**config.mk**
```make
export PLATFORM = sky130hd
export DESIGN_NAME = bmp_header_validator
export DESIGN_NICKNAME = d
export VERILOG_FILES = /design/src/sv/bmpv_pkg.sv /design/src/sv/bmpv_mac.sv /design/src/sv/bmpv_capture.sv /design/src/sv/bmpv_seq.sv /design/src/sv/bmp_header_validator.sv
export VERILOG_INCLUDE_DIRS = /design/src /design/src/sv
export SDC_FILE = /design/constraint.sdc
export NUM_CORES = 1
export LEC_CHECK = 0
export ABC_CLOCK_PERIOD_IN_PS = 13900
export BUFFER_PORTS_ARGS = -buffer_cell sky130_fd_sc_hd__buf_2
export CAP_MARGIN = 15
export CORE_ASPECT_RATIO = 0.9
export CORE_MARGIN = 2
export CORE_UTILIZATION = 50
export DETAILED_ROUTE_END_ITERATION = 10
export MAX_ROUTING_LAYER = met4
export PLACE_DENSITY_LB_ADDON = 0.12
export SETUP_SLACK_MARGIN = 0.4
export SLEW_MARGIN = 20
export SYNTH_ARGS = -nofsm -noshare
export SYNTH_HDL_FRONTEND = slang
export SYNTH_SLANG_ARGS = --single-unit
export TNS_END_PERCENT = 50
```
**constraint.sdc**
```tcl
create_clock -name clock -period 13.9 [get_ports clock]
set_input_delay 2.78 -clock clock [delete_from_list [all_inputs] [get_ports clock]]
set_output_delay 2.78 -clock clock [all_outputs]
set_load 0.005 [all_outputs]
```
**src/sv/bmp_header_validator_assert.svh**
```systemverilog
// assertion macros for the bmp header validator
// no dependencies; included by the top level only
`ifndef BMP_HEADER_VALIDATOR_ASSERT_SVH
`define BMP_HEADER_VALIDATOR_ASSERT_SVH
`ifndef SYNTH
// check with the property disabled while reset is high
`define BMPV_ASSERT(label, clk, rst, prop) \
   label: assert property (@(posedge clk) disable iff (rst) prop) \
      else $error("bmp header validator: assertion failed");
// check that also holds through reset
`define BMPV_ASSERT_ALWAYS(label, clk, prop) \
   label: assert property (@(posedge clk) prop) \
      else $error("bmp header validator: assertion failed");
`else
`define BMPV_ASSERT(label, clk, rst, prop)
`define BMPV_ASSERT_ALWAYS(label, clk, prop)
`endif
`endif

```
**src/sv/bmpv_pkg.sv**
```systemverilog
// shared types, constants and helpers for the bmp header validator
// no dependencies; used by every module of the block
package bmpv_pkg;

   // header layout and limits
   localparam int unsigned HDR_BYTES    = 54;
   localparam int unsigned MIN_FILE     = 62;
   localparam int unsigned MAX_WIDTH    = 2048;
   localparam int unsigned MAX_HEIGHT   = 3072;
   localparam int unsigned MAX_PALETTE  = 256;
   localparam int unsigned DIB_MIN      = 40;
   localparam int unsigned ENTRY_BYTES  = 4;
   localparam int unsigned STRIDE_ROUND = 31;
   localparam int unsigned SLOTS        = 30;
   localparam logic [15:0] SIG_BM       = 16'h4D42;
   localparam logic [15:0] COMP_NONE    = 16'd0;
   localparam logic [15:0] COMP_MASKS   = 16'd3;

   // header offsets that are kept
   localparam logic [10:0] OFF_SIG_HI   = 11'd1;
   localparam logic [10:0] OFF_MAIN_LO  = 11'd10;
   localparam logic [10:0] OFF_MAIN_HI  = 11'd33;
   localparam logic [10:0] OFF_CU_LO    = 11'd46;
   localparam logic [10:0] OFF_CU_HI    = 11'd49;
   localparam logic [10:0] MAIN_SHIFT   = 11'd8;
   localparam logic [10:0] CU_SHIFT     = 11'd20;

   // luminance weights
   localparam logic [15:0] LUM_RED      = 16'd77;
   localparam logic [15:0] LUM_GREEN    = 16'd150;
   localparam logic [15:0] LUM_BLUE     = 16'd29;

   // register port
   localparam int unsigned CSR_ADDR_W   = 3;
   localparam int unsigned CSR_DATA_W   = 32;
   typedef enum logic [0:0] {
      REG_FILE_LENGTH = 1'b0
   } reg_index_type;

   typedef enum logic [3:0] {
      ST_OK          = 4'd0,
      ST_INVALID     = 4'd1,
      ST_NOT_BMP     = 4'd2,
      ST_DIB_SMALL   = 4'd3,
      ST_PLANES      = 4'd4,
      ST_BPP         = 4'd5,
      ST_COMPRESSION = 4'd6,
      ST_PALETTE_BIG = 4'd7,
      ST_DIMS        = 4'd8,
      ST_TOO_LARGE   = 4'd9
   } status_type;

   typedef enum logic {
      KIND_HEADER  = 1'b0,
      KIND_PALETTE = 1'b1
   } kind_type;

   typedef enum logic [3:0] {
      S_IDLE,
      S_HDR,
      S_STRIDE,
      S_FIT,
      S_PFIT,
      S_LUM_R,
      S_LUM_G,
      S_LUM_B,
      S_OUT
   } state_type;

   typedef struct packed {
      logic        hit;
      logic [4:0]  slot;
   } slot_type;

   typedef struct packed {
      logic [15:0] sig;
      logic [31:0] offs;
      logic [31:0] dib;
      logic [31:0] rw;
      logic [31:0] rh;
      logic [15:0] planes;
      logic [15:0] bp;
      logic [31:0] comp;
      logic [31:0] cu;
   } hdr_fields_type;

   typedef struct packed {
      logic [7:0] blue;
      logic [7:0] green;
      logic [7:0] red;
   } entry_type;

   // events raised by the capture stage on an accepted byte
   typedef struct packed {
      logic       hdr_end;
      logic       pal_end;
      logic       pal_last;
      logic [7:0] pal_index;
   } cap_evt_type;

   // header outcome handed back to the capture stage
   typedef struct packed {
      logic       load;
      logic [8:0] count;
   } hdr_set_type;

   typedef struct packed {
      logic        en;
      logic [15:0] a;
      logic [15:0] b;
      logic [32:0] c;
   } mac_op_type;

   typedef struct packed {
      kind_type    kind;
      status_type  status;
      logic [11:0] width;
      logic [11:0] height;
      logic [5:0]  bpp;
      logic        top_down;
      logic [13:0] stride;
      logic [31:0] offset;
      logic [8:0]  pal_count;
      logic [7:0]  pal_index;
      logic [7:0]  luminance;
      logic        last;
   } rsp_type;

   // store slot of a header byte offset
   function automatic slot_type slot_of(input logic [10:0] off);
      slot_type s;
      s.hit  = 1'b0;
      s.slot = '0;
      if (off <= OFF_SIG_HI) begin
         s.hit  = 1'b1;
         s.slot = off[4:0];
      end else if (off >= OFF_MAIN_LO && off <= OFF_MAIN_HI) begin
         s.hit  = 1'b1;
         s.slot = 5'(off - MAIN_SHIFT);
      end else if (off >= OFF_CU_LO && off <= OFF_CU_HI) begin
         s.hit  = 1'b1;
         s.slot = 5'(off - CU_SHIFT);
      end
      return s;
   endfunction

endpackage

```
**src/sv/bmpv_mac.sv**
```systemverilog
// shared multiply-accumulate unit: result = a * b + c, registered
// depends on bmpv_pkg
module bmpv_mac (
   input  logic                clock,
   input  bmpv_pkg::mac_op_type op,
   output logic [33:0]         result
);

   logic [31:0] product;
   logic [33:0] result_in;
   logic [33:0] result_ff;

   // one multiply and one add per cycle
   always_comb begin
      product   = op.a * op.b;
      result_in = 34'(product) + 34'(op.c);
   end

   // result holds while no operation is issued
   always_ff @(posedge clock) begin
      if (op.en) begin
         result_ff <= result_in;
      end
   end

   assign result = result_ff;

endmodule

```
**src/sv/bmpv_capture.sv**
```systemverilog
// byte counter, header byte store and palette entry capture
// depends on bmpv_pkg
module bmpv_capture (
   input  logic                     clock,
   input  logic                     reset,
   input  logic                     byte_accept,
   input  logic [7:0]               byte_value,
   input  logic                     start_of_file,
   input  bmpv_pkg::hdr_set_type    hdr_set,
   output bmpv_pkg::cap_evt_type    evt,
   output bmpv_pkg::hdr_fields_type fields,
   output bmpv_pkg::entry_type      entry
);

   logic [10:0] byte_count_ff, byte_count_in;
   logic        parse_done_ff, parse_done_in;
   logic [8:0]  entries_left_ff, entries_left_in;
   logic [7:0]  hdr_ff [bmpv_pkg::SLOTS];
   logic [7:0]  blue_ff, green_ff, red_ff;

   logic [10:0]        offset;
   logic [10:0]        rel;
   logic               active;
   logic               in_header;
   logic               last;
   bmpv_pkg::slot_type slot;

   // byte position and counter update
   always_comb begin
      offset          = start_of_file ? '0 : byte_count_ff;
      active          = byte_accept && (start_of_file || !parse_done_ff);
      in_header       = offset < 11'(bmpv_pkg::HDR_BYTES);
      rel             = offset - 11'(bmpv_pkg::HDR_BYTES);
      slot            = bmpv_pkg::slot_of(offset);
      last            = entries_left_ff <= 9'd1;
      byte_count_in   = byte_count_ff;
      parse_done_in   = parse_done_ff;
      entries_left_in = entries_left_ff;
      evt             = '0;
      if (byte_accept && start_of_file) begin
         parse_done_in   = 1'b0;
         entries_left_in = '0;
      end
      if (active) begin
         byte_count_in = offset + 11'd1;
         if (in_header) begin
            evt.hdr_end = offset == 11'(bmpv_pkg::HDR_BYTES - 1);
         end else if (rel[1:0] == 2'd3) begin
            evt.pal_end     = 1'b1;
            evt.pal_last    = last;
            evt.pal_index   = rel[9:2];
            entries_left_in = entries_left_ff - 9'(entries_left_ff != '0);
            if (last) begin
               parse_done_in = 1'b1;
            end
         end
      end
      // header outcome from the sequencer
      if (hdr_set.load) begin
         entries_left_in = hdr_set.count;
         parse_done_in   = hdr_set.count == '0;
      end
   end

   always_ff @(posedge clock) begin
      if (reset) begin
         byte_count_ff   <= '0;
         parse_done_ff   <= 1'b1;
         entries_left_ff <= '0;
      end else begin
         byte_count_ff   <= byte_count_in;
         parse_done_ff   <= parse_done_in;
         entries_left_ff <= entries_left_in;
      end
   end

   // header bytes and palette entry bytes
   always_ff @(posedge clock) begin
      if (active && in_header && slot.hit) begin
         hdr_ff[slot.slot] <= byte_value;
      end
      if (active && !in_header) begin
         case (rel[1:0])
            2'd0: begin
               blue_ff <= byte_value;
            end
            2'd1: begin
               green_ff <= byte_value;
            end
            2'd2: begin
               red_ff <= byte_value;
            end
            default: begin
            end
         endcase
      end
   end

   // little-endian field view of the store
   always_comb begin
      fields.sig    = {hdr_ff[1], hdr_ff[0]};
      fields.offs   = {hdr_ff[5], hdr_ff[4], hdr_ff[3], hdr_ff[2]};
      fields.dib    = {hdr_ff[9], hdr_ff[8], hdr_ff[7], hdr_ff[6]};
      fields.rw     = {hdr_ff[13], hdr_ff[12], hdr_ff[11], hdr_ff[10]};
      fields.rh     = {hdr_ff[17], hdr_ff[16], hdr_ff[15], hdr_ff[14]};
      fields.planes = {hdr_ff[19], hdr_ff[18]};
      fields.bp     = {hdr_ff[21], hdr_ff[20]};
      fields.comp   = {hdr_ff[25], hdr_ff[24], hdr_ff[23], hdr_ff[22]};
      fields.cu     = {hdr_ff[29], hdr_ff[28], hdr_ff[27], hdr_ff[26]};
      entry.blue    = blue_ff;
      entry.green   = green_ff;
      entry.red     = red_ff;
   end

endmodule

```
**src/sv/bmpv_seq.sv**
```systemverilog
// sequencer: header checks, fit sums and luminance on the shared mac, result register
// depends on bmpv_pkg
module bmpv_seq (
   input  logic                     clock,
   input  logic                     reset,
   input  logic                     byte_accept,
   input  bmpv_pkg::cap_evt_type    evt,
   input  bmpv_pkg::hdr_fields_type fields,
   input  bmpv_pkg::entry_type      entry,
   input  logic [23:0]              file_length,
   input  logic [33:0]              mac_result,
   input  logic                     rsp_ready,
   output logic                     req_ready,
   output bmpv_pkg::mac_op_type     mac_op,
   output bmpv_pkg::hdr_set_type    hdr_set,
   output logic                     rsp_valid,
   output bmpv_pkg::rsp_type        rsp
);

   bmpv_pkg::state_type  state_ff, state_in;
   bmpv_pkg::status_type status_ff, status_in;
   bmpv_pkg::status_type early_status;
   bmpv_pkg::kind_type   kind_ff, kind_in;
   logic                 fit_fail_ff, fit_fail_in;
   logic [11:0]          mag_ff, mag_in;
   logic [13:0]          stride_ff, stride_in;
   logic                 top_down_ff, top_down_in;
   logic [7:0]           pal_index_ff, pal_index_in;
   logic                 pal_last_ff, pal_last_in;
   logic                 rsp_valid_ff, rsp_valid_in;
   bmpv_pkg::rsp_type    rsp_ff, rsp_in;

   logic        neg;
   logic [31:0] mag_full;
   logic        bpp_ok;
   logic        comp_ok;
   logic        hdr_ok;
   logic        pal_fail;

   // header checks in priority order
   always_comb begin
      neg      = fields.rh[31];
      mag_full = neg ? (32'd0 - fields.rh) : fields.rh;
      bpp_ok   = fields.bp == 16'd1 || fields.bp == 16'd2 || fields.bp == 16'd8 ||
                 fields.bp == 16'd24 || fields.bp == 16'd32;
      comp_ok  = fields.comp == 32'(bmpv_pkg::COMP_NONE) ||
                 (fields.bp == 16'd32 && fields.comp == 32'(bmpv_pkg::COMP_MASKS));
      if (file_length < 24'(bmpv_pkg::MIN_FILE)) begin
         early_status = bmpv_pkg::ST_INVALID;
      end else if (fields.sig != bmpv_pkg::SIG_BM) begin
         early_status = bmpv_pkg::ST_NOT_BMP;
      end else if (fields.dib < 32'(bmpv_pkg::DIB_MIN)) begin
         early_status = bmpv_pkg::ST_DIB_SMALL;
      end else if (fields.planes != 16'd1) begin
         early_status = bmpv_pkg::ST_PLANES;
      end else if (!bpp_ok) begin
         early_status = bmpv_pkg::ST_BPP;
      end else if (!comp_ok) begin
         early_status = bmpv_pkg::ST_COMPRESSION;
      end else if (fields.cu > 32'(bmpv_pkg::MAX_PALETTE)) begin
         early_status = bmpv_pkg::ST_PALETTE_BIG;
      end else if (fields.rw[31] || fields.rw == '0 || mag_full == '0 || mag_full[31]) begin
         early_status = bmpv_pkg::ST_DIMS;
      end else if (fields.rw > 32'(bmpv_pkg::MAX_WIDTH) ||
                   mag_full > 32'(bmpv_pkg::MAX_HEIGHT)) begin
         early_status = bmpv_pkg::ST_TOO_LARGE;
      end else begin
         early_status = bmpv_pkg::ST_OK;
      end
   end

   // next state and outputs
   always_comb begin
      state_in     = state_ff;
      status_in    = status_ff;
      kind_in      = kind_ff;
      fit_fail_in  = fit_fail_ff;
      mag_in       = mag_ff;
      stride_in    = stride_ff;
      top_down_in  = top_down_ff;
      pal_index_in = pal_index_ff;
      pal_last_in  = pal_last_ff;
      rsp_valid_in = rsp_valid_ff && !rsp_ready;
      rsp_in       = rsp_ff;
      req_ready    = 1'b0;
      mac_op       = '0;
      hdr_set      = '0;
      hdr_ok       = status_ff == bmpv_pkg::ST_OK;
      pal_fail     = fields.cu != '0 && mac_result > 34'(file_length);
      case (state_ff)
         bmpv_pkg::S_IDLE: begin
            req_ready = 1'b1;
            if (byte_accept && evt.hdr_end) begin
               kind_in  = bmpv_pkg::KIND_HEADER;
               state_in = bmpv_pkg::S_HDR;
            end else if (byte_accept && evt.pal_end) begin
               kind_in      = bmpv_pkg::KIND_PALETTE;
               pal_index_in = evt.pal_index;
               pal_last_in  = evt.pal_last;
               state_in     = bmpv_pkg::S_LUM_R;
            end
         end
         bmpv_pkg::S_HDR: begin
            status_in   = early_status;
            mag_in      = mag_full[11:0];
            top_down_in = neg;
            if (early_status != bmpv_pkg::ST_OK) begin
               state_in = bmpv_pkg::S_OUT;
            end else begin
               // width * bpp + 31
               mac_op.en = 1'b1;
               mac_op.a  = 16'(fields.rw[11:0]);
               mac_op.b  = fields.bp;
               mac_op.c  = 33'(bmpv_pkg::STRIDE_ROUND);
               state_in  = bmpv_pkg::S_STRIDE;
            end
         end
         bmpv_pkg::S_STRIDE: begin
            // padded row bytes, then offset + stride * height
            stride_in = {mac_result[16:5], 2'b00};
            mac_op.en = 1'b1;
            mac_op.a  = 16'(stride_in);
            mac_op.b  = 16'(mag_ff);
            mac_op.c  = 33'(fields.offs);
            state_in  = bmpv_pkg::S_FIT;
         end
         bmpv_pkg::S_FIT: begin
            // pixel data fit, then 54 + 4 * colours
            fit_fail_in = mac_result > 34'(file_length);
            mac_op.en   = 1'b1;
            mac_op.a    = fields.cu[15:0];
            mac_op.b    = 16'(bmpv_pkg::ENTRY_BYTES);
            mac_op.c    = 33'(bmpv_pkg::HDR_BYTES);
            state_in    = bmpv_pkg::S_PFIT;
         end
         bmpv_pkg::S_PFIT: begin
            if (fit_fail_ff || pal_fail) begin
               status_in = bmpv_pkg::ST_INVALID;
            end
            state_in = bmpv_pkg::S_OUT;
         end
         bmpv_pkg::S_LUM_R: begin
            mac_op.en = 1'b1;
            mac_op.a  = bmpv_pkg::LUM_RED;
            mac_op.b  = 16'(entry.red);
            mac_op.c  = '0;
            state_in  = bmpv_pkg::S_LUM_G;
         end
         bmpv_pkg::S_LUM_G: begin
            mac_op.en = 1'b1;
            mac_op.a  = bmpv_pkg::LUM_GREEN;
            mac_op.b  = 16'(entry.green);
            mac_op.c  = 33'(mac_result);
            state_in  = bmpv_pkg::S_LUM_B;
         end
         bmpv_pkg::S_LUM_B: begin
            mac_op.en = 1'b1;
            mac_op.a  = bmpv_pkg::LUM_BLUE;
            mac_op.b  = 16'(entry.blue);
            mac_op.c  = 33'(mac_result);
            state_in  = bmpv_pkg::S_OUT;
         end
         bmpv_pkg::S_OUT: begin
            // load the result once the output register is free
            if (!rsp_valid_ff || rsp_ready) begin
               rsp_valid_in = 1'b1;
               rsp_in       = '0;
               rsp_in.kind  = kind_ff;
               if (kind_ff == bmpv_pkg::KIND_HEADER) begin
                  rsp_in.status = status_ff;
                  rsp_in.last   = !hdr_ok || fields.cu == '0;
                  hdr_set.load  = 1'b1;
                  if (hdr_ok) begin
                     rsp_in.width     = fields.rw[11:0];
                     rsp_in.height    = mag_ff;
                     rsp_in.bpp       = fields.bp[5:0];
                     rsp_in.top_down  = top_down_ff;
                     rsp_in.stride    = stride_ff;
                     rsp_in.offset    = fields.offs;
                     rsp_in.pal_count = fields.cu[8:0];
                     hdr_set.count    = fields.cu[8:0];
                  end
               end else begin
                  rsp_in.status    = bmpv_pkg::ST_OK;
                  rsp_in.pal_index = pal_index_ff;
                  rsp_in.luminance = mac_result[15:8];
                  rsp_in.last      = pal_last_ff;
               end
               state_in = bmpv_pkg::S_IDLE;
            end
         end
         default: begin
            state_in = bmpv_pkg::S_IDLE;
         end
      endcase
   end

   // control state
   always_ff @(posedge clock) begin
      if (reset) begin
         state_ff     <= bmpv_pkg::S_IDLE;
         rsp_valid_ff <= 1'b0;
      end else begin
         state_ff     <= state_in;
         rsp_valid_ff <= rsp_valid_in;
      end
   end

   // working values and result payload
   always_ff @(posedge clock) begin
      status_ff    <= status_in;
      kind_ff      <= kind_in;
      fit_fail_ff  <= fit_fail_in;
      mag_ff       <= mag_in;
      stride_ff    <= stride_in;
      top_down_ff  <= top_down_in;
      pal_index_ff <= pal_index_in;
      pal_last_ff  <= pal_last_in;
      rsp_ff       <= rsp_in;
   end

   assign rsp_valid = rsp_valid_ff;
   assign rsp       = rsp_ff;

endmodule

```
**src/sv/bmp_header_validator.sv**
```systemverilog
// top level of the bmp header validator: register port, capture, sequencer, shared mac
// depends on bmpv_pkg, bmpv_capture, bmpv_seq, bmpv_mac and bmp_header_validator_assert.svh
//
//   channel   direction  handshake               content
//   req_      in         req_valid / req_ready   one file byte and start flag
//   rsp_      out        rsp_valid / rsp_ready   header summary or palette luminance
//   apb       in         psel, penable, pready   file_length at byte address 0
//
// a byte is taken while the sequencer is idle; the 54th header byte runs the checks,
// stride, pixel fit and palette fit (only the checks when one fails), the 4th palette
// entry byte red, green and blue, all on the single multiply-accumulate unit.
// the result register lets header and pixel bytes keep flowing while a result waits;
// a result-bearing byte holds in its last state until rsp_ready frees the register.
// synchronous reset clears the control state and file_length; the block then
// ignores bytes until one arrives with start_of_file.
`include "bmp_header_validator_assert.svh"
module bmp_header_validator (
   input  logic                              clock,
   input  logic                              reset,
   // request channel
   input  logic                              req_valid,
   output logic                              req_ready,
   input  logic [7:0]                        req_byte_value,
   input  logic                              req_start_of_file,
   // result channel
   output logic                              rsp_valid,
   input  logic                              rsp_ready,
   output logic                              rsp_result_kind,
   output logic [3:0]                        rsp_status,
   output logic [11:0]                       rsp_image_width,
   output logic [11:0]                       rsp_image_height,
   output logic [5:0]                        rsp_bits_per_pixel,
   output logic                              rsp_top_down,
   output logic [13:0]                       rsp_row_stride,
   output logic [31:0]                       rsp_data_offset,
   output logic [8:0]                        rsp_palette_count,
   output logic [7:0]                        rsp_palette_index,
   output logic [7:0]                        rsp_luminance,
   output logic                              rsp_last,
   // register port
   input  logic                              psel,
   input  logic                              penable,
   input  logic                              pwrite,
   input  logic [bmpv_pkg::CSR_ADDR_W-1:0]   paddr,
   input  logic [bmpv_pkg::CSR_DATA_W-1:0]   pwdata,
   output logic [bmpv_pkg::CSR_DATA_W-1:0]   prdata,
   output logic                              pready
);

   logic [23:0]               file_length_ff, file_length_in;
   logic                      csr_write;
   bmpv_pkg::reg_index_type   reg_index;
   logic                      byte_accept;
   bmpv_pkg::cap_evt_type     evt;
   bmpv_pkg::hdr_fields_type  fields;
   bmpv_pkg::entry_type       entry;
   bmpv_pkg::hdr_set_type     hdr_set;
   bmpv_pkg::mac_op_type      mac_op;
   logic [33:0]               mac_result;
   bmpv_pkg::rsp_type         rsp;
   logic                      rsp_is_pal;
   logic                      rsp_is_fail;

   // register port decode
   always_comb begin
      pready         = 1'b1;
      csr_write      = psel && penable && pwrite && pready;
      reg_index      = bmpv_pkg::reg_index_type'(paddr[2]);
      file_length_in = file_length_ff;
      prdata         = '0;
      case (reg_index)
         bmpv_pkg::REG_FILE_LENGTH: begin
            prdata = bmpv_pkg::CSR_DATA_W'(file_length_ff);
            if (csr_write) begin
               file_length_in = pwdata[23:0];
            end
         end
         default: begin
            prdata = '0;
         end
      endcase
   end

   always_ff @(posedge clock) begin
      if (reset) begin
         file_length_ff <= '0;
      end else begin
         file_length_ff <= file_length_in;
      end
   end

   assign byte_accept = req_valid && req_ready;

   bmpv_capture u_capture (
      .clock         (clock),
      .reset         (reset),
      .byte_accept   (byte_accept),
      .byte_value    (req_byte_value),
      .start_of_file (req_start_of_file),
      .hdr_set       (hdr_set),
      .evt           (evt),
      .fields        (fields),
      .entry         (entry)
   );

   bmpv_mac u_mac (
      .clock  (clock),
      .op     (mac_op),
      .result (mac_result)
   );

   bmpv_seq u_seq (
      .clock       (clock),
      .reset       (reset),
      .byte_accept (byte_accept),
      .evt         (evt),
      .fields      (fields),
      .entry       (entry),
      .file_length (file_length_ff),
      .mac_result  (mac_result),
      .rsp_ready   (rsp_ready),
      .req_ready   (req_ready),
      .mac_op      (mac_op),
      .hdr_set     (hdr_set),
      .rsp_valid   (rsp_valid),
      .rsp         (rsp)
   );

   // result fields onto the ports
   always_comb begin
      rsp_result_kind    = rsp.kind;
      rsp_status         = rsp.status;
      rsp_image_width    = rsp.width;
      rsp_image_height   = rsp.height;
      rsp_bits_per_pixel = rsp.bpp;
      rsp_top_down       = rsp.top_down;
      rsp_row_stride     = rsp.stride;
      rsp_data_offset    = rsp.offset;
      rsp_palette_count  = rsp.pal_count;
      rsp_palette_index  = rsp.pal_index;
      rsp_luminance      = rsp.luminance;
      rsp_last           = rsp.last;
   end

   // result classes for the checks below
   always_comb begin
      rsp_is_pal  = rsp_valid && rsp_result_kind == bmpv_pkg::KIND_PALETTE;
      rsp_is_fail = rsp_valid && rsp_result_kind == bmpv_pkg::KIND_HEADER &&
                    rsp_status != bmpv_pkg::ST_OK;
   end

   // the sequencer stops taking bytes once the header is complete
   `BMPV_ASSERT(a_hdr_end_stalls, clock, reset, byte_accept && evt.hdr_end |=> !req_ready)
   // a new result is only loaded from a busy sequencer
   `BMPV_ASSERT(a_rsp_from_busy, clock, reset, $rose(rsp_valid) |-> !$past(req_ready))
   // palette results carry ok status, failed headers end the file with no geometry
   `BMPV_ASSERT(a_pal_status, clock, reset, rsp_is_pal |-> rsp_status == bmpv_pkg::ST_OK)
   `BMPV_ASSERT(a_fail_last, clock, reset, rsp_is_fail |-> rsp_last && rsp_image_width == '0)
   // no result survives reset
   `BMPV_ASSERT_ALWAYS(a_reset_clears, clock, reset |=> !rsp_valid)

endmodule
```
==> results.txt <==
Overall power consumption: 4.041 mW. For this design, the CTS-stage hold fixing added 0 buffers. After synthesis, the mean cell area works out to 11.50 sq um. The first TritonRoute pass finished after 5 iterations.

Clock tree synthesis selected as its root buffer the cell clkbuf_16. Of all nets on the critical path, the largest fanout is 55. The run gives 20640 as the via count.

Post-CTS repair changed the size of 0 cells. The area fraction of the dominant cell type after synthesis came out at 44.37%. The max capacitance violation total is 0, and the proportion of register bits with asynchronous set or reset after synthesis is 0%. The cell area after technology mapping was 29850 sq um. In the post-route analysis, the smallest setup slack over all paths is 2984 ps. The run finished with clean final reports. Largest net degree at the start of global routing: 83. The number of failing hold endpoints at the final stage is 0, and the transition time of the tightest slew-check pin is 1139 ps.

The per-cell via count in the routed design works out to 5.631. Worst hold slack after final layout: 463.4 ps. OpenSTA, run right after detailed placement, puts the worst setup slack at 3156 ps.

The logs give 31790 sq um for the placement-stage cell area and 50.81% for the starting utilization of the core area. Leaving out fill and tap cells, the most frequent cells in the layout are edfxtp_1, inv_1, nand2_1, fa_1, nor2_1. In this design, the critical path's most frequently occurring cell is fa_1. The worst setup path is captured at a flip-flop. The total overflow left after global routing is 0. Final number of setup-violating endpoints: 0. The tools report the maximum root-to-sink buffer count as 3. By area the synthesized netlist is led by edfxtp_1, fa_1, ha_1.

The timing-limited maximum frequency is 0.09161 GHz, and the share of cells above drive strength 1 is 10.80%. Launch point of the worst reg-to-reg path: u_capture.hdr_ff[14][0]. Delay contributed by the slowest stage of the critical path: 850 ps.

In this run the tightest slew margin relative to its limit is 23.64%. In this run, the number of DRC markers left after iteration 0 of detailed routing was 2004. The run gives 0 as the detailed-route DRC error count. The final critical path time including I/O delays and setup was 10920 ps; the reported leakage power was 13.38 nW. The proportion of synthesized chip area in sequential cells is 47.72%, and the sum of net half-perimeters after detailed placement is 58650 microns. After the last flow step, the layout net total stands at 3271. The tools report the total CTS buffers as 52. The source of the critical timing path was u_capture.hdr_ff[14][0]. In the synthesized netlist, the number of instances is 2596.

During placement, the flow inserted port buffers numbering 172. The post-CTS clock slew at the launch and capture registers of the worst setup and hold paths is 60 ps. The synthesized flop and latch total is 491. The finished cells cover 33610 sq um. The synthesized design contains 441 enable-type register cells.

The final-report max-slew violation count was 0; the H-tree depth reported by CTS was 2. The floorplan step set the die height to 235.8 microns. Startpoint of the tightest hold check path: file_length_ff[1].

The first global-routing pass estimated 122700 microns of wire. The relative area change from synthesis to final layout is 12.60%. After detailed routing, the total wire length is 80360 microns. Leaving out filler cells and counting taps, the final layout contains 3666.

The chip width was 261.5 microns. Setup repair after global routing left no endpoint under its margin. The most common flop cell mapped by yosys is edfxtp_1. For the post-detailed-route count of antenna-violating nets, the log shows 0.

The worst path required time is 14240 ps. For the placer's final routability congestion estimate, the log shows 0.9198. The final period utilization works out to 78.53%. The worst setup skew after layout was 22.69 ps. The warning count from the yosys run came out at 0. The number of rows created at floorplan was 84. Number of global-route vias before repair: 20380. The placeable core region is 58750 sq um, and the count of different cell masters after synthesis is 86. Global routing used 27.18% of the available tracks across all layers. Power spread over the standard cell area amounts to 120.2 nW/um^2. Leaving out fill and tap cells, the most frequent cell in the layout is edfxtp_1. After detailed placement, the design holds a cell count of 3565.

Kind of start point of the critical path: a flip-flop. For the die area, the log shows 61670 sq um. The tree built by TritonCTS fans out to 491 sinks.

The slowest library cell on the worst path was a2111oi_0. The tools report the clock network latency to the later pin of the worst-skew pair as 620 ps. The core utilization of the finished layout was 57.21%; the maximum vdd drop was 0.1074 mV. TritonCTS built the clock tree. Data on the critical path arrives at its endpoint at 11260 ps.

After clock tree synthesis, the setup repair step added 0 buffers. Summed over all instances, the cell type with the most area after synthesis is edfxtp_1. The setup path with the least slack is of type reg -> reg. The run gives 5 as the number of antenna violations at the first check in global routing.

The final total negative setup slack was 0 ps. During I/O placement, the number of pins put on the boundary was 194. The path class of the lowest-slack min-delay path is reg -> reg. In the final routed layout, each cell accounts on average for 21.92 microns.
worst paths after layout:
| path | to | slack [ps] | depth (start not counted) |
|---|---|---|---|
| setup reg to reg | u_mac.result[31] | 2980 | 30 |
| hold reg to reg | file_length_ff[1] | 460 | 2 |
| hold / removal | file_length_ff[1] | 460 | 2 |
| setup / recovery | u_mac.result[31] | 2980 | 30 |
power by group:
part | switching, mW | internal [mW] | total (mW) | leakage (nW)
combinational | 0.553 | 0.373 | 0.925 | 8.15
sequential | 0.00239 | 1.64 | 1.65 | 4.35
clock | 0.612 | 0.858 | 1.47 | 0.877
synth_stat cells (9+ instances only):
cell type    n
nor3_1      42
dfxtp_1     50
a21o_1      38
nand3_1     33
a211oi_1    39
ha_1       147
buf_4       12
nand4_1     19
edfxtp_1   441
a31oi_1     13
a211o_1     23
nor2b_1     24
clkbuf_1    82
fa_1       227
o21ai_0     51
a22o_1      19
nor4_1      53
nand2_1    241
inv_1      359
or4_1       13
xor2_1      17
and3_1       9
and2_1     121
a21oi_1     89
nor2_1     176
xnor2_1     37
nand2b_1    33
a22oi_1     40
cell families (layout without fill, tap and decap cells):
logic type | count (synthesis) | count (layout) | synth area share, %
AO/OA/AOI/OAI | 398 | 398 | 9.298
XOR/XNOR | 54 | 54 | 1.584
adder cells (fa/ha/maj) | 374 | 374 | 21.39
buffers and inverters | 461 | 649 | 6.103
flip-flops | 491 | 491 | 47.72
multiplexers | 7 | 7 | 0.2389
other | 2 | 110 | 0.02516
AND/OR/NAND/NOR | 809 | 809 | 13.64
final cells by class:
cell class | count | area, sq um
diodes | 4 | 10.01
flip-flops and latches | 491 | 14240
repair buffers | 194 | 1030
clock buffers | 61 | 1356
fillers | 4935 | 25140
multi-input cells | 1748 | 14210
clock inverters | 35 | 439.2
inverters | 359 | 1350
well taps | 774 | 968.4
per-layer routing:
metal  track usage, %  vias up  routed length, microns
met2            41.92      779                   37420
met3            3.202      140                    5403
met4            6.525        0                    2014
met5                -        -                       0
li1                 -     9371                       -
met1            38.70    10350                   35520
registers in the layout, indices dropped and copies added, names as in the netlist, 9 cells and up:
register and count:
u_seq.rsp 106, u_capture.entries_left_ff 9, file_length_ff 24, u_capture.hdr_ff 237, u_seq.stride_ff 12, u_mac.result 34
u_capture.byte_count_ff 11, u_seq.mag_ff 12
worst max-delay path, delay by kind of cell (launching register included):
family | cells | cell delay (ps)
compound gates | 9 | 3140
xor+xnor | 1 | 100
fa+ha+maj | 8 | 3640
buf+inv | 5 | 560
flops | 1 | 460
simple gates | 7 | 2670
(Power assumes the default switching activity.)
